===== config.mk =====
export PLATFORM = sky130hd
export DESIGN_NAME = circuit_breaker_fsm
export DESIGN_NICKNAME = d
export VERILOG_FILES = /design/src/rtl/core/cbf_pkg.sv /design/src/rtl/core/cbf_step.sv /design/src/rtl/core/circuit_breaker_fsm.sv
export VERILOG_INCLUDE_DIRS = /design/src /design/src/rtl/core
export SDC_FILE = /design/constraint.sdc
export NUM_CORES = 1
export LEC_CHECK = 0
export ABC_CLOCK_PERIOD_IN_PS = 5400
export BUFFER_PORTS_ARGS = -buffer_cell sky130_fd_sc_hd__buf_2
export CAP_MARGIN = 20
export CORE_MARGIN = 8
export CORE_UTILIZATION = 55
export DETAILED_ROUTE_END_ITERATION = 8
export PLACE_DENSITY = 0.78
export SLEW_MARGIN = 20
export SYNTH_ARGS = -nofsm -noshare
export SYNTH_HDL_FRONTEND = slang
export SYNTH_HIERARCHICAL = 1
export SYNTH_SLANG_ARGS = --single-unit

===== constraint.sdc =====
create_clock -name clock -period 5.4 [get_ports clock]
set_clock_uncertainty 0.1 [all_clocks]
set_input_delay 0.27 -clock clock [delete_from_list [all_inputs] [get_ports clock]]
set_output_delay 0.27 -clock clock [all_outputs]
set_load 0.01 [all_outputs]

===== src/rtl/core/circuit_breaker_fsm_macros.svh =====
// ----------------------------------------------------------------------------
// Circuit breaker assertion macros
// Shared concurrent assertion forms for the circuit breaker design.
// ----------------------------------------------------------------------------
`ifndef CIRCUIT_BREAKER_FSM_MACROS_SVH
`define CIRCUIT_BREAKER_FSM_MACROS_SVH

// Same-cycle implication, disabled while reset is high.
`define CBF_ASSERT_IMPLY(label, clk, rst, ante, cons, msg) \
   label: assert property (@(posedge clk) disable iff (rst) (ante) |-> (cons)) \
      else $error(msg);

// Next-cycle implication, disabled while reset is high.
`define CBF_ASSERT_NEXT(label, clk, rst, ante, cons, msg) \
   label: assert property (@(posedge clk) disable iff (rst) (ante) |=> (cons)) \
      else $error(msg);

`endif


===== src/rtl/core/cbf_pkg.sv =====
// ----------------------------------------------------------------------------
// Circuit breaker package
// Types and constants shared by the circuit breaker step logic and top level.
// ----------------------------------------------------------------------------
package cbf_pkg;

   // Breaker mode, as reported on the result channel.
   typedef enum logic [1:0] {
      MODE_CLOSED = 2'd0,
      MODE_OPEN   = 2'd1,
      MODE_HALF   = 2'd2
   } mode_type;

   // Event opcode carried with every request.
   typedef enum logic [1:0] {
      OP_REQUEST = 2'd0,
      OP_SUCCESS = 2'd1,
      OP_FAILURE = 2'd2,
      OP_RESET   = 2'd3
   } opcode_type;

   // Configuration register indexes.
   localparam logic [1:0] CSR_TRIP_THRESHOLD = 2'd0;
   localparam logic [1:0] CSR_OPEN_TIMEOUT   = 2'd1;
   localparam logic [1:0] CSR_PROBE_LIMIT    = 2'd2;

   // Configuration register reset values.
   localparam logic [15:0] TRIP_THRESHOLD_RESET = 16'd5;
   localparam logic [31:0] OPEN_TIMEOUT_RESET   = 32'd30000;
   localparam logic [7:0]  PROBE_LIMIT_RESET    = 8'd3;

   // Configuration register set.
   typedef struct packed {
      logic [15:0] trip_threshold;
      logic [31:0] open_timeout;
      logic [7:0]  probe_limit;
   } brk_cfg_type;

   // Mode and run counters of the breaker.
   typedef struct packed {
      mode_type    mode;
      logic [15:0] failure_run;
      logic [7:0]  probe_requests;
      logic [7:0]  probe_successes;
   } brk_ctrl_type;

endpackage


===== src/rtl/core/cbf_step.sv =====
// ----------------------------------------------------------------------------
// Circuit breaker step logic
// Combinational next-state logic: applies one event to the breaker state.
// ----------------------------------------------------------------------------
module cbf_step
   import cbf_pkg::*;
#(
   parameter int TIME_WIDTH  = 32,
   parameter int TOTAL_WIDTH = 32
) (
   input  brk_cfg_type            cfg,
   input  opcode_type             opcode,
   input  logic [31:0]            now_time,
   input  brk_ctrl_type           ctrl_cur,
   input  logic [TIME_WIDTH-1:0]  change_time_cur,
   input  logic [TOTAL_WIDTH-1:0] success_cur,
   input  logic [TOTAL_WIDTH-1:0] failure_cur,
   input  logic [TOTAL_WIDTH-1:0] reject_cur,
   output brk_ctrl_type           ctrl_nxt,
   output logic [TIME_WIDTH-1:0]  change_time_nxt,
   output logic [TOTAL_WIDTH-1:0] success_nxt,
   output logic [TOTAL_WIDTH-1:0] failure_nxt,
   output logic [TOTAL_WIDTH-1:0] reject_nxt,
   output logic                   admitted
);

   // Width used to compare elapsed time with the 32-bit timeout.
   localparam int CMP_WIDTH = (TIME_WIDTH > 32) ? TIME_WIDTH : 32;

   logic [TIME_WIDTH-1:0] now_t;
   logic [TIME_WIDTH-1:0] elapsed;
   logic                  timed_out;
   logic [15:0]           failure_run_inc;
   logic [7:0]            probe_successes_inc;

   // Elapsed time wraps at the time width; the run counters saturate.
   assign now_t     = TIME_WIDTH'(now_time);
   assign elapsed   = now_t - change_time_cur;
   assign timed_out = CMP_WIDTH'(elapsed) >= CMP_WIDTH'(cfg.open_timeout);

   assign failure_run_inc = (ctrl_cur.failure_run == '1) ? ctrl_cur.failure_run
                                                          : ctrl_cur.failure_run + 16'd1;
   assign probe_successes_inc = (ctrl_cur.probe_successes == '1) ?
                                ctrl_cur.probe_successes :
                                ctrl_cur.probe_successes + 8'd1;

   // Apply the event.
   always_comb begin
      ctrl_nxt        = ctrl_cur;
      change_time_nxt = change_time_cur;
      success_nxt     = success_cur;
      failure_nxt     = failure_cur;
      reject_nxt      = reject_cur;
      admitted        = 1'b0;

      unique case (opcode)
         OP_REQUEST: begin
            unique case (ctrl_cur.mode)
               MODE_CLOSED: begin
                  admitted = 1'b1;
               end
               MODE_OPEN: begin
                  if (timed_out) begin
                     // The first request after the timeout probes.
                     ctrl_nxt.mode            = MODE_HALF;
                     ctrl_nxt.probe_requests  = 8'd0;
                     ctrl_nxt.probe_successes = 8'd0;
                     change_time_nxt          = now_t;
                     admitted                 = 1'b1;
                  end else begin
                     reject_nxt = reject_cur + TOTAL_WIDTH'(1);
                  end
               end
               MODE_HALF: begin
                  if (ctrl_cur.probe_requests < cfg.probe_limit) begin
                     ctrl_nxt.probe_requests = ctrl_cur.probe_requests + 8'd1;
                     admitted                = 1'b1;
                  end else begin
                     reject_nxt = reject_cur + TOTAL_WIDTH'(1);
                  end
               end
               default: begin
               end
            endcase
         end
         OP_SUCCESS: begin
            success_nxt = success_cur + TOTAL_WIDTH'(1);
            if (ctrl_cur.mode == MODE_HALF) begin
               ctrl_nxt.probe_successes = probe_successes_inc;
               if (probe_successes_inc >= cfg.probe_limit) begin
                  ctrl_nxt.mode   = MODE_CLOSED;
                  change_time_nxt = now_t;
               end
            end
            // A success in closed mode, or one that closes, clears the run.
            if (ctrl_nxt.mode == MODE_CLOSED) begin
               ctrl_nxt.failure_run = 16'd0;
            end
         end
         OP_FAILURE: begin
            failure_nxt = failure_cur + TOTAL_WIDTH'(1);
            if (ctrl_cur.mode == MODE_CLOSED) begin
               ctrl_nxt.failure_run = failure_run_inc;
               if (failure_run_inc >= cfg.trip_threshold) begin
                  ctrl_nxt.mode   = MODE_OPEN;
                  change_time_nxt = now_t;
               end
            end else if (ctrl_cur.mode == MODE_HALF) begin
               ctrl_nxt.mode   = MODE_OPEN;
               change_time_nxt = now_t;
            end
         end
         OP_RESET: begin
            ctrl_nxt.mode            = MODE_CLOSED;
            ctrl_nxt.failure_run     = 16'd0;
            ctrl_nxt.probe_requests  = 8'd0;
            ctrl_nxt.probe_successes = 8'd0;
         end
         default: begin
         end
      endcase
   end

endmodule


===== src/rtl/core/circuit_breaker_fsm.sv =====
// ----------------------------------------------------------------------------
// Circuit breaker
// Three-mode circuit breaker (closed, open, half-open) driven by one event
// per request, reporting the mode and running totals after every event.
// ----------------------------------------------------------------------------
// The block takes one event per clock cycle unless the result channel stalls,
// and returns one result per event, in order. Each event passes through an
// input register and then through the combinational step logic into the
// breaker state, which also forms the result. Throughput is one event per
// cycle while the result is not stalled, set by the step logic (one time
// subtract and compare plus narrow counter updates). A stalled result holds
// the pipeline, with up to one further event waiting in the input register.
// Configuration writes are accepted at any cycle and apply to the next event.
// ----------------------------------------------------------------------------
`include "circuit_breaker_fsm_macros.svh"

module circuit_breaker_fsm
   import cbf_pkg::*;
#(
   parameter int TIME_WIDTH  = 32,
   parameter int TOTAL_WIDTH = 32
) (
   input  logic         clock,
   input  logic         reset,
   // Request channel.
   input  logic         req_tvalid,
   output logic         req_tready,
   input  logic [31:0]  req_tdata,   // [31:0] now_time
   input  logic [1:0]   req_tuser,   // [1:0] opcode
   // Result channel.
   output logic         rsp_tvalid,
   input  logic         rsp_tready,
   output logic [103:0] rsp_tdata,   // [0] admitted, [2:1] mode, [34:3] success_total,
                                     // [66:35] failure_total, [98:67] reject_total,
                                     // [103:99] zero
   // Configuration write channel.
   input  logic         csr_valid,
   output logic         csr_ready,
   input  logic [1:0]   csr_index,
   input  logic [31:0]  csr_wdata
);

   // Width to which the totals are extended before the 32-bit result.
   localparam int OUT_WIDTH = (TOTAL_WIDTH > 32) ? TOTAL_WIDTH : 32;

   brk_cfg_type            cfg_ff;
   logic                   in_valid_ff;
   opcode_type             in_opcode_ff;
   logic [31:0]            in_time_ff;
   logic                   advance;
   logic                   out_free;

   brk_ctrl_type           ctrl_ff;
   brk_ctrl_type           ctrl_in;
   logic [TIME_WIDTH-1:0]  change_time_ff;
   logic [TIME_WIDTH-1:0]  change_time_in;
   logic [TOTAL_WIDTH-1:0] success_ff;
   logic [TOTAL_WIDTH-1:0] success_in;
   logic [TOTAL_WIDTH-1:0] failure_ff;
   logic [TOTAL_WIDTH-1:0] failure_in;
   logic [TOTAL_WIDTH-1:0] reject_ff;
   logic [TOTAL_WIDTH-1:0] reject_in;
   logic                   admitted_in;
   logic                   admitted_ff;
   logic                   rsp_valid_ff;
   logic [OUT_WIDTH-1:0]   success_ext;
   logic [OUT_WIDTH-1:0]   failure_ext;
   logic [OUT_WIDTH-1:0]   reject_ext;

   // Configuration registers; writes are always taken.
   assign csr_ready = 1'b1;

   always_ff @(posedge clock) begin
      if (reset) begin
         cfg_ff.trip_threshold <= TRIP_THRESHOLD_RESET;
         cfg_ff.open_timeout   <= OPEN_TIMEOUT_RESET;
         cfg_ff.probe_limit    <= PROBE_LIMIT_RESET;
      end else if (csr_valid && csr_ready) begin
         unique case (csr_index)
            CSR_TRIP_THRESHOLD: cfg_ff.trip_threshold <= csr_wdata[15:0];
            CSR_OPEN_TIMEOUT:   cfg_ff.open_timeout   <= csr_wdata;
            CSR_PROBE_LIMIT:    cfg_ff.probe_limit    <= csr_wdata[7:0];
            default: begin
            end
         endcase
      end
   end

   // Handshake: the input register moves on whenever the result slot is free.
   assign out_free   = !rsp_valid_ff || rsp_tready;
   assign advance    = in_valid_ff && out_free;
   assign req_tready = !in_valid_ff || out_free;

   // Input register.
   always_ff @(posedge clock) begin
      if (reset) begin
         in_valid_ff <= 1'b0;
      end else if (req_tready) begin
         in_valid_ff <= req_tvalid;
      end
   end

   always_ff @(posedge clock) begin
      if (req_tvalid && req_tready) begin
         in_opcode_ff <= opcode_type'(req_tuser);
         in_time_ff   <= req_tdata;
      end
   end

   // Next-state logic for one event.
   cbf_step #(
      .TIME_WIDTH  (TIME_WIDTH),
      .TOTAL_WIDTH (TOTAL_WIDTH)
   ) u_step (
      .cfg             (cfg_ff),
      .opcode          (in_opcode_ff),
      .now_time        (in_time_ff),
      .ctrl_cur        (ctrl_ff),
      .change_time_cur (change_time_ff),
      .success_cur     (success_ff),
      .failure_cur     (failure_ff),
      .reject_cur      (reject_ff),
      .ctrl_nxt        (ctrl_in),
      .change_time_nxt (change_time_in),
      .success_nxt     (success_in),
      .failure_nxt     (failure_in),
      .reject_nxt      (reject_in),
      .admitted        (admitted_in)
   );

   // Breaker state. It changes only as a result is loaded, so it doubles as
   // the result register for mode and totals.
   always_ff @(posedge clock) begin
      if (reset) begin
         ctrl_ff.mode            <= MODE_CLOSED;
         ctrl_ff.failure_run     <= 16'd0;
         ctrl_ff.probe_requests  <= 8'd0;
         ctrl_ff.probe_successes <= 8'd0;
         change_time_ff          <= '0;
         success_ff              <= '0;
         failure_ff              <= '0;
         reject_ff               <= '0;
      end else if (advance) begin
         ctrl_ff        <= ctrl_in;
         change_time_ff <= change_time_in;
         success_ff     <= success_in;
         failure_ff     <= failure_in;
         reject_ff      <= reject_in;
      end
   end

   // Result valid and the admission flag.
   always_ff @(posedge clock) begin
      if (reset) begin
         rsp_valid_ff <= 1'b0;
      end else if (out_free) begin
         rsp_valid_ff <= in_valid_ff;
      end
   end

   always_ff @(posedge clock) begin
      if (advance) begin
         admitted_ff <= admitted_in;
      end
   end

   // Result packing; totals are reported in 32 bits.
   assign success_ext = OUT_WIDTH'(success_ff);
   assign failure_ext = OUT_WIDTH'(failure_ff);
   assign reject_ext  = OUT_WIDTH'(reject_ff);

   assign rsp_tvalid = rsp_valid_ff;
   assign rsp_tdata  = {5'd0, reject_ext[31:0], failure_ext[31:0], success_ext[31:0],
                        ctrl_ff.mode, admitted_ff};

   // Assertions.
   `CBF_ASSERT_NEXT(a_state_holds_when_idle, clock, reset, !advance,
      $stable(ctrl_ff) && $stable(reject_ff) && $stable(success_ff),
      "breaker state changed without an event")
   `CBF_ASSERT_NEXT(a_reset_op_closes, clock, reset,
      advance && (in_opcode_ff == OP_RESET),
      (ctrl_ff.mode == MODE_CLOSED) && (ctrl_ff.failure_run == 16'd0),
      "reset event did not close the breaker")
   `CBF_ASSERT_IMPLY(a_admit_not_open, clock, reset, rsp_valid_ff && admitted_ff,
      ctrl_ff.mode != MODE_OPEN, "request admitted while the breaker is open")
   `CBF_ASSERT_NEXT(a_event_gives_result, clock, reset, advance, rsp_valid_ff,
      "event advanced without a result")

endmodule


==> flow_metrics.env, run 1 <==
export IMPL_area_growth_pct=17.27
export IMPL_status="complete, no violations"
export IMPL_synth_async_reset_ratio_pct=0
export IMPL_row_count=69
export IMPL_seqCellArea_sq_mm=0.005455
export IMPL_cts_num_sinks=255
export IMPL_busiest_layer="met2"
export IMPL_ys_ff_latch=255
export IMPL_vias_per_cell=5.920
export IMPL_hold_ws_ns=0.04172
export IMPL_wirelength_microns=54980
export IMPL_cts_made_buffers=29
export IMPL_period_share_pct=98.60
export IMPL_synth_top_area_cell="dfxtp_1"
export IMPL_cts_root_buf="clkbuf_16"
export IMPL_antenna_left=0
export IMPL_cp_required_ns=5.70
export IMPL_start_kind="flip-flop"
export IMPL_grt_antenna_before_repair=5
export IMPL_totalPowerFinal_mw=4.838
export IMPL_gr_usage_met3_pct=3.004
export IMPL_cts_tree="done"
export IMPL_synth_avg_cell_area_sq_um=7.886
export IMPL_end_kind="flip-flop"
export IMPL_pin_count=180
export IMPL_synth_top_area_share_pct=22.47
export IMPL_grt_max_degree=195
export IMPL_met2_usage_pct=43.01
export IMPL_h_tree_depth=1
export IMPL_ir_drop_uv=208.8
export IMPL_maxSlewHeadroom_pct=18.47
export IMPL_period_minus_slack_ns=5.324
export IMPL_avgRoutedWirePerCell_microns=17.30
export IMPL_grt_first_pass_wirelength_microns=86800
export IMPL_clk_path_buf_depth=3
export IMPL_grt_total_usage_pct=24.42
export IMPL_yosys_warnings=6
export IMPL_critPathKind="reg2reg"
export IMPL_syn_inst=2485
export IMPL_insertion_delay_ns=0.57
export IMPL_synth_seq_area_share_pct=27.84
export IMPL_place_gp_congestion=0.9301
export IMPL_num_nets_final=2874
export IMPL_first_pass_iters=5
export IMPL_power_leakage_nw=9.086
export IMPL_drc=0
export IMPL_cp_slowest_cell="or4_1"
export IMPL_slowest_delay_ns=0.49
export IMPL_power_density_mw_per_mm2=210.5
export IMPL_tightest_slew_ns=1.223
export IMPL_clk_pin_slew_worst_paths_ns=0.06
export IMPL_arrival_ns=5.62
export IMPL_netlist_top_cells_count="337 x nand2b_1, 220 x dfxtp_1, 213 x nor2_1, 203 x nand2_1, 200 x mux2i_1"
export IMPL_netlist_area_sq_mm=0.01960
export IMPL_synthTopCellsByArea="dfxtp_1 22%, nand2b_1 11%, mux2i_1 10%"
export IMPL_drv_slew=0
export IMPL_n_fill_cell=2911
export IMPL_initialDrtViolationCount=1393
export IMPL_grt_pass1_vias=17760
export IMPL_cp_cell_sequence="ha_4 -> and4_4 -> nand3_1 -> or4_1 -> o22ai_2 -> o21ai_1 -> buf_4 -> o21bai_2 -> nand4_1 -> o311ai_2 -> ha_1 -> a21o_1 -> a21o_1 -> a2111oi_4 -> o21ai_4 -> buf_4 -> a41oi_1 -> or4b_1 -> o21a_1 -> nand2b_1 -> mux2i_1"
export IMPL_die_area_sq_mm=0.04193
export IMPL_start_util_pct=55.50
export IMPL_timing_final_hold_violations=0
export IMPL_clock_fmax_ghz=0.1878
export IMPL_multi_input_area_sq_mm=0.01314
export IMPL_cp_max_fo=15
export IMPL_post_dp_hpwl_microns=36450
export IMPL_vias=18820
export IMPL_setup_viol=0
export IMPL_core_area_sq_mm=0.03531
export IMPL_met1_usage_pct=29.35
export IMPL_yosysUniqueCellTypes=77
export IMPL_die_h_microns=204.8
export IMPL_rsz0062_at_grt="yes"
export IMPL_yosys_cell_count_top_type="nand2b_1"
export IMPL_postLayoutCoreUtil_pct=65.09
export IMPL_hold_path_class="in2reg"
export IMPL_yosys_most_used_dff="dfxtp_1"
export IMPL_drv_cap=0
export IMPL_io_buffers=173
export IMPL_dieWidth_microns=204.8
export IMPL_synth_edf_count=35
export IMPL_grt_overflow_total=0
export IMPL_drive_gt1_share_pct=13.86
==> through the flow <==
stage,setup TNS [ns],setup slack (ns),cell area [sq um],std cells
5_1_grt,-4.377,-0.1395,22980,3179
3_3_place_gp,-0.4763,-0.08565,20890,3036
3_5_place_dp,-6.869,-0.2636,20910,3037
6_report,0,0.07558,22980,3179
2_1_floorplan,0,0.4244,19610,2489
4_1_cts,0,0.007494,22590,3163
==> cells in the final DEF, fill, tap and decap left out, drive strengths merged, types with 8 or more instances in the layout <==
cell type / count
a211oi: 30
a21o: 34
a21oi: 175
a22o: 14
a31oi: 22
a32oi: 28
and2: 10
and3: 35
buf: 262
clkbuf: 49
dfxtp: 220
dlygate4sd3: 69
edfxtp: 35
ha: 109
inv: 138
mux2i: 200
nand2: 203
nand2b: 337
nand3: 66
nand4: 32
nor2: 213
nor2b: 14
nor3: 37
o211ai: 8
o21ai: 114
o22ai: 15
o31ai: 11
o32a: 26
xnor2: 73
xor2: 32
==> flip-flops by register name, indices dropped and copies added, names as in the netlist <==
name / count
reject_ext: 32
in_opcode_ff: 2
success_ext: 32
admitted_ff: 1
change_time_ff: 32
rsp_tvalid: 1
rsp_tdata: 2
ctrl_ff: 32
in_time_ff: 32
failure_ext: 32
in_valid_ff: 1
cfg_ff: 56
==> metal layers <==
layer | share of wire [%] | vias up | wire (microns)
li1 | - | 9052 | -
met1 | 41 | 8849 | 22360
met2 | 49 | 753 | 26960
met3 | 6.5 | 165 | 3583
met4 | 3.8 | 0 | 2073
met5 | 0 | - | 0
==> report_power, final <==
part | switching, mW | total (mW) | leakage (nW) | internal (mW)
Clock | 0.813 | 1.95 | 0.454 | 1.14
Combinational | 0.498 | 0.892 | 6.51 | 0.394
Sequential | 0.0336 | 2.00 | 2.12 | 1.96
Total | 1.34 | 4.84 | 9.09 | 3.49
==> repair_timing <==
action                                  in CTS  in global routing
hold buffers                                69                  0
endpoints found under the hold margin       92                  0
endpoints found under the setup margin      68                 83
pin swaps                                    4                 29
gates resized for setup                     10                 67
cloned                                       0                  2
buffers inserted                             4                  9
==> cell families (layout without fill, tap and decap cells) <==
| logic type | Yosys count | count (layout) | share of synthesized area, % |
|---|---|---|---|
| other | 2 | 11 | 0.03832 |
| adders and majority gates | 110 | 110 | 7.061 |
| xor gates and xnor gates | 105 | 105 | 4.693 |
| muxes | 205 | 205 | 10.50 |
| AOI/OAI and AO/OA | 526 | 526 | 17.28 |
| DFF | 255 | 255 | 27.84 |
| buffers and inverters | 302 | 526 | 6.914 |
| and+or+nand+nor | 980 | 980 | 25.68 |
==> final cells by class <==
type,count,area share (%)
clock buffer,46,3.751
timing repair buffer,334,10.23
multi-input combinational,1932,57.18
clock inverter,7,0.2722
tap,461,2.510
sequential,255,23.74
inverter,139,2.270
antenna,5,0.05444
==> critical path: cells and delay by family (launching register included) <==
| family | cells | cell delay, ns |
|---|---|---|
| simple gates | 6 | 1.49 |
| buf+inv | 2 | 0.40 |
| fa+ha+maj | 2 | 0.61 |
| compound gates | 10 | 2.03 |
| flops | 1 | 0.45 |
| mux | 1 | 0.07 |
==> final timing paths <==
path / depth (start not counted) / slack (ns) / start / endpoint
worst max-delay path: 21 / 0.08 / in_time_ff[15] / change_time_ff[31]
worst min-delay path: 3 / 0.04 / csr_index[0] / cfg_ff[40]
worst min register to register: 2 / 0.35 / cfg_ff[3] / cfg_ff[3]
worst max register to register: 21 / 0.08 / in_time_ff[15] / change_time_ff[31]
Note: power is estimated with default switching activity, not from simulation.
==> run 2: changes to the inputs <==
Settings changed: CELL_PAD_IN_SITES_DETAIL_PLACEMENT from default to 1, CELL_PAD_IN_SITES_GLOBAL_PLACEMENT from default to 2, CORE_UTILIZATION 55 to 33, PLACE_DENSITY 0.78 to default, PLACE_DENSITY_LB_ADDON from default to 0.1.
==> run 2 against run 1 <==
Net effect:
- register-to-register slack worse by 0.04 ns
- utilization down 24 points
- clock power up 36%
- largest power group is now clock
- clock-buffer cell count up 7
- via count down 1.7%
- critical path depth up 5
- combinational power up 9.4%
- critical endpoint is now reject_ext[8]
- hold slack better by 0.021 ns
==> flow_metrics.env, run 2 (synthesis gave the netlist of run 1 again) <==
export IMPL_avgRoutedWirePerCell_microns=18.92
export IMPL_timing_final_hold_violations=0
export IMPL_drv_slew=0
export IMPL_insertion_delay_ns=0.56
export IMPL_largest_register_ffs=56
export IMPL_grt_max_degree=160
export IMPL_post_dp_hpwl_microns=45040
export IMPL_cp_max_fo=8
export IMPL_core_area_sq_mm=0.05891
export IMPL_maxSlewHeadroom_pct=16.72
export IMPL_antenna_left=0
export IMPL_grt_total_usage_pct=18.88
export IMPL_r2r_setup_slack_ns=0.03
export IMPL_r2r_start="in_time_ff[1]"
export IMPL_cts_root_buf="clkbuf_16"
export IMPL_num_nets_final=2906
export IMPL_clk_pin_slew_worst_paths_ns=0.06
export IMPL_grt_pass1_vias=19460
export IMPL_drive_gt1_share_pct=16.21
export IMPL_io_buffers=173
export IMPL_grt_first_pass_wirelength_microns=105200
export IMPL_rsz0062_at_grt="yes"
export IMPL_power_leakage_nw=9.565
export IMPL_antennaDiodeCount=0
export IMPL_setup_slack_ns=0.03474
export IMPL_start_kind="flip-flop"
export IMPL_end_kind="flip-flop"
export IMPL_tns_ns=0
export IMPL_tightest_slew_ns=1.246
export IMPL_cp_startpoint="in_time_ff[1]"
export IMPL_min_delay_start="csr_index[0]"
export IMPL_pin_count=180
export IMPL_critPathKind="reg2reg"
export IMPL_cp_required_ns=5.72
export IMPL_clock_fmax_ghz=0.1864
export IMPL_hold_path_class="in2reg"
export IMPL_die_area_sq_mm=0.06744
export IMPL_period_share_pct=99.36
export IMPL_finish_instance_area_sq_mm=0.02434
export IMPL_seqPwrFrac_pct=35.5
export IMPL_place_gp_congestion=0.8223
export IMPL_cts_made_buffers=37
export IMPL_drc=0
export IMPL_vias_per_cell=5.252
export IMPL_p_clk_share_pct=47.2
export IMPL_p_sw_mw=1.571
export IMPL_grt_overflow_total=0
export IMPL_first_pass_iters=4
export IMPL_clk_path_buf_depth=3
export IMPL_dp_slack_ns=-0.3447
export IMPL_row_count=89
export IMPL_initialDrtViolationCount=733
export IMPL_area_growth_pct=24.20
export IMPL_start_util_pct=33.27
export IMPL_power_density_mw_per_mm2=231.4
export IMPL_cts_tree="done"
export IMPL_top_register="cfg_ff"
export IMPL_intPower_mw=4.060
export IMPL_ir_drop_uv=298.7
export IMPL_reg2reg_depth=26
export IMPL_wirelength_microns=66660
export IMPL_period_minus_slack_ns=5.365
export IMPL_comb_power_share_pct=17.3
export IMPL_grt_antenna_before_repair=0
export IMPL_postLayoutCoreUtil_pct=41.32
export IMPL_r2r_end="reject_ext[8]"
export IMPL_status="complete, no violations"
export IMPL_die_h_microns=259.7
export IMPL_setup_viol=0
export IMPL_cts_num_sinks=255
export IMPL_totalPowerFinal_mw=5.632
export IMPL_h_tree_depth=2
export IMPL_placed_area_sq_mm=0.02164
export IMPL_crit_end="reject_ext[8]"
export IMPL_sw_frac_of_total_pct=27.90
export IMPL_dieWidth_microns=259.7
export IMPL_layout_commonest_cell="nand2b_1"
export IMPL_layout_common_cells="337 x nand2b_1, 219 x dfxtp_1, 212 x nor2_1"
export IMPL_vias=18510
export IMPL_drv_cap=0
export IMPL_arrival_ns=5.69
==> run 2: per-layer routing <==
| layer | wire [microns] | part of all wire, % | up-vias | global-route usage [%] |
|---|---|---|---|---|
| li1 | - | - | 9128 | - |
| met3 | 1810 | 2.7 | 80 | 2.355 |
| met1 | 29620 | 44 | 9071 | 22.79 |
| met5 | 0 | 0 | - | 0 |
| met2 | 33740 | 51 | 228 | 34.69 |
| met4 | 1485 | 2.2 | 0 | 5.360 |
==> run 2: final cells by class <==
class / count / area (sq um)
multi-input cells: 1932 / 13330
clock inverters: 14 / 185.2
repair buffers: 358 / 2735
well taps: 773 / 967.2
flip-flops and latches: 255 / 5456
inverters: 139 / 521.8
fillers: 6965 / 34570
clock buffers: 53 / 1142
==> run 2: what timing repair did <==
action                     4_1_cts  5_1_grt
gates cloned                     1        3
buffers inserted                 3        7
hold buffers                    69        0
pin swaps                        5       73
gates resized for setup         28       82
setup endpoints to repair       83       83
hold endpoints to repair        92        0
==> run 2: metrics by stage <==
stage | hold slack [ns] | cells
floorplan | 0.2689 | 2489
global placement | 0.3426 | 3376
detailed placement | 0.3487 | 3376
CTS | 0.02004 | 3516
global route | 0.06223 | 3524
finish | 0.06283 | 3524
==> run 2: power groups by stage <==
stage | logic [mW] | clock network [mW] | registers (mW)
floorplan | 0.569 | 0 | 2.03
global placement | 0.850 | 0 | 2.04
detailed placement | 0.875 | 0 | 2.04
CTS | 0.940 | 2.75 | 2.00
global route | 1.06 | 2.83 | 2.00
finish | 0.976 | 2.66 | 2.00
==> run 2: worst min path at each step <==
stage	end	slack [ns]	cells past startpoint
detailed placement	in_time_ff[19]	0.35	1
floorplan	in_opcode_ff[0]	0.27	0
finish	cfg_ff[40]	0.06	3
global route	cfg_ff[40]	0.06	3
global placement	cfg_ff[46]	0.34	2
CTS	cfg_ff[40]	0.02	3
==> run 2: critical path, cell delays in order, from the launching register on <==
cell	delay, ns
edfxtp_1	0.40
ha_1	0.29
nor2b_2	0.17
o31ai_2	0.23
buf_4	0.16
a21oi_1	0.07
a21oi_1	0.21
buf_4	0.18
o21ai_2	0.07
a21o_1	0.19
a21o_1	0.17
a31oi_1	0.16
xnor2_1	0.15
ha_1	0.27
a21o_1	0.16
a21o_1	0.18
a21oi_2	0.16
nor3_2	0.08
a2111oi_4	0.38
o21ai_4	0.13
buf_12	0.16
a221o_2	0.46
buf_12	0.18
a21o_1	0.16
a22o_1	0.22
nand2b_1	0.06
mux2i_1	0.06
==> run 3: changes to the inputs <==
Settings changed: CORE_UTILIZATION 33 to 32, SYNTH_HIERARCHICAL 1 to default.
==> run 3 against run 2 <==
Net effect:
- register-to-register slack improved by 0.33 ns
- routed wire length fell by 33%
- total power fell by 12%
- critical endpoint is now reject_ext[9]
- sequential share of layout area rose by 8.1 points
- die area fell by 22%
- cell area fell by 27%
- critical path depth fell by 4
- non-clock buffer count fell by 102
- hold slack got worse by 0.0053 ns
- sequential cell count did not move
- fmax rose by 6.5%
- cell count fell by 28%
- highest routed layer is now met5
- largest power group unchanged
==> flow_metrics.env, run 3 <==
export IMPL_status="complete, no violations"
export IMPL_antennaDiodeCount=0
export IMPL_dieWidth_microns=229.1
export IMPL_yosys_most_used_dff="dfxtp_1"
export IMPL_timing_final_hold_violations=0
export IMPL_placed_area_sq_mm=0.01598
export IMPL_cts_root_buf="clkbuf_16"
export IMPL_cp_required_ns=5.72
export IMPL_synth_top_area_cell="dfxtp_1"
export IMPL_slowest_delay_ns=0.40
export IMPL_drv_cap=0
export IMPL_grt_first_pass_wirelength_microns=73440
export IMPL_maxSlewHeadroom_pct=30.41
export IMPL_core_area_sq_mm=0.04509
export IMPL_end_kind="flip-flop"
export IMPL_setup_slack_ns=0.3609
export IMPL_start_kind="flip-flop"
export IMPL_clock_fmax_ghz=0.1984
export IMPL_cts_made_buffers=34
export IMPL_r2r_start="in_time_ff[0]"
export IMPL_first_pass_iters=4
export IMPL_yosys_warnings=0
export IMPL_min_to="cfg_ff[25]"
export IMPL_synthTopCellsByArea="dfxtp_1 30%, ha_1 9.4%, edfxtp_1 7.2%"
export IMPL_whs_path_depth=4
export IMPL_die_h_microns=229.1
export IMPL_grt_max_degree=94
export IMPL_ir_drop_uv=220.3
export IMPL_layout_common_cells="220 x dfxtp_1, 186 x nand2_1, 172 x buf_2"
export IMPL_drc=0
export IMPL_clk_pin_slew_worst_paths_ns=0.06
export IMPL_netlist_top_cells_count="220 x dfxtp_1, 187 x nand2_1, 139 x a21oi_1, 132 x nor2_1, 131 x inv_1"
export IMPL_area_growth_pct=22.79
export IMPL_crit_buf_inv=3
export IMPL_netlist_area_sq_mm=0.01454
export IMPL_top_register="cfg_ff"
export IMPL_synth_top_area_share_pct=30.30
export IMPL_power_density_mw_per_mm2=277.2
export IMPL_setup_viol=0
export IMPL_place_gp_congestion=0.7700
export IMPL_hold_ws_ns=0.05750
export IMPL_yosysUniqueCellTypes=73
export IMPL_syn_inst=1709
export IMPL_largest_register_ffs=56
export IMPL_r2r_end="reject_ext[9]"
export IMPL_grt_overflow_total=0
export IMPL_post_dp_hpwl_microns=32080
export IMPL_critPathKind="reg2reg"
export IMPL_n_fill_cell=5338
export IMPL_grt_total_usage_pct=16.76
export IMPL_tightest_slew_ns=1.044
export IMPL_synth_avg_cell_area_sq_um=8.505
export IMPL_power_leakage_nw=7.124
export IMPL_period_minus_slack_ns=5.039
export IMPL_r2r_setup_slack_ns=0.36
export IMPL_crit_top_cell="a21oi_1"
export IMPL_fin_cells=2553
export IMPL_cp_top_family="compound AO/OA/AOI/OAI gates"
export IMPL_drive_gt1_share_pct=15.05
export IMPL_synth_async_reset_ratio_pct=0
export IMPL_row_count=78
export IMPL_clk_path_buf_depth=3
export IMPL_tns_ns=0
export IMPL_insertion_delay_ns=0.54
export IMPL_yosys_cell_count_top_type="dfxtp_1"
export IMPL_rsz0062_at_grt="no"
export IMPL_min_delay_start="csr_index[1]"
export IMPL_dp_cells=2422
export IMPL_arrival_ns=5.36
export IMPL_cts_tree="done"
export IMPL_postLayoutCoreUtil_pct=39.59
export IMPL_avgRoutedWirePerCell_microns=17.62
export IMPL_vias_per_cell=4.980
export IMPL_synth_seq_area_share_pct=37.53
export IMPL_h_tree_depth=2
export IMPL_antenna_left=0
export IMPL_io_buffers=173
export IMPL_wirelength_microns=44990
export IMPL_drv_slew=0
export IMPL_initialDrtViolationCount=506
export IMPL_totalPowerFinal_mw=4.947
export IMPL_finish_instance_area_sq_mm=0.01785
export IMPL_dp_slack_ns=0.08798
export IMPL_synth_edf_count=35
export IMPL_grt_antenna_before_repair=1
export IMPL_cp_slowest_cell="fa_1"
export IMPL_layout_commonest_cell="dfxtp_1"
export IMPL_cp_max_fo=13
export IMPL_grt_pass1_vias=13550
export IMPL_reg2reg_depth=22
export IMPL_vias=12710
export IMPL_period_share_pct=93.32
export IMPL_hold_path_class="in2reg"
export IMPL_cp_cell_sequence="inv_1 -> ha_1 -> inv_1 -> fa_1 -> a21oi_1 -> o221a_2 -> o31a_1 -> o21ai_1 -> o211ai_1 -> nand3_1 -> a41o_1 -> a21oi_1 -> xnor2_1 -> ha_1 -> a21o_1 -> a21oi_1 -> o21ai_0 -> nand2_2 -> o2111ai_2 -> buf_12 -> nor4_1 -> mux2_2"
export IMPL_cts_num_sinks=255
export IMPL_die_area_sq_mm=0.05250
export IMPL_num_nets_final=2110
export IMPL_start_util_pct=32.24
export IMPL_ys_ff_latch=255
export IMPL_pin_count=180
run 3: cell count changes in the layout (fill, tap and decap cells not counted), sizes merged, moves of 16 or more:
cell / before / now
o32a: 26 / 0
buf: 285 / 187
nor3: 37 / 15
nand2: 203 / 187
o21ai: 114 / 53
a21oi: 175 / 139
a32oi: 28 / 2
a31oi: 22 / 5
a211oi: 30 / 5
nor2: 213 / 132
xnor2: 73 / 57
mux2i: 200 / 40
nand2b: 337 / 77
run 3: what timing repair did:
action	in CTS	in global routing
endpoints found under the setup margin	0	65
setup buffers	0	1
hold endpoints to repair	92	0
resized for setup	0	8
hold buffers	68	0
run 3: worst max path at each step:
| stage | startpoint | to | cells past startpoint |
|---|---|---|---|
| floorplan | in_time_ff[0] | reject_ext[15] | 21 |
| global placement | in_time_ff[0] | reject_ext[11] | 22 |
| detailed placement | in_time_ff[0] | reject_ext[11] | 22 |
| CTS | in_time_ff[0] | reject_ext[11] | 22 |
| global route | in_time_ff[0] | change_time_ff[24] | 21 |
| finish | in_time_ff[0] | reject_ext[9] | 22 |
run 3: final cells by class:
| type | count | area, sq um | area share [%] |
|---|---|---|---|
| well taps | 600 | 750.7 | 4.206 |
| clock inverters | 10 | 122.6 | 0.6870 |
| repair buffers | 256 | 1705 | 9.555 |
| multi-input cells | 1248 | 8277 | 46.37 |
| inverters | 132 | 495.5 | 2.776 |
| flip-flops and latches | 255 | 5455 | 30.56 |
| clock buffers | 52 | 1042 | 5.839 |
run 3: worst reg2reg max path, cell delays in order, from the launching register on:
cell and delay (ns):
edfxtp_1 0.39, inv_1 0.07, ha_1 0.15, inv_1 0.05, fa_1 0.40, a21oi_1 0.21, o221a_2 0.27, o31a_1 0.19
o21ai_1 0.16, o211ai_1 0.27, nand3_1 0.15, a41o_1 0.25, a21oi_1 0.17, xnor2_1 0.15, ha_1 0.27, a21o_1 0.17
a21oi_1 0.13, o21ai_0 0.14, nand2_2 0.20, o2111ai_2 0.17, buf_12 0.20, nor4_1 0.29, mux2_2 0.37
run 3: cells by family after synthesis:
logic type,count (synthesis),share of synthesized area (%)
buffers and inverters,210,5.888
xor gates and xnor gates,96,5.785
other,2,0.05167
and+or+nand+nor,668,23.77
muxes,55,3.917
AOI/OAI and AO/OA,313,13.54
DFF,255,37.53
adders and majority gates,110,9.521
run 3: routing by layer:
metal	track usage, %	vias up	wire length, microns
met5	0	-	12
met4	4.304	2	803
met3	3.300	59	1774
met2	28.74	162	21420
met1	21.29	6139	20980
li1	-	6352	-
run 3: power by group:
group          switching (mW)  leakage, nW  internal, mW  total (mW)
logic                   0.334         4.43         0.254       0.588
registers              0.0277         2.12          1.97        2.00
clock network           0.891        0.575          1.47        2.36
total                    1.25         7.12          3.69        4.95
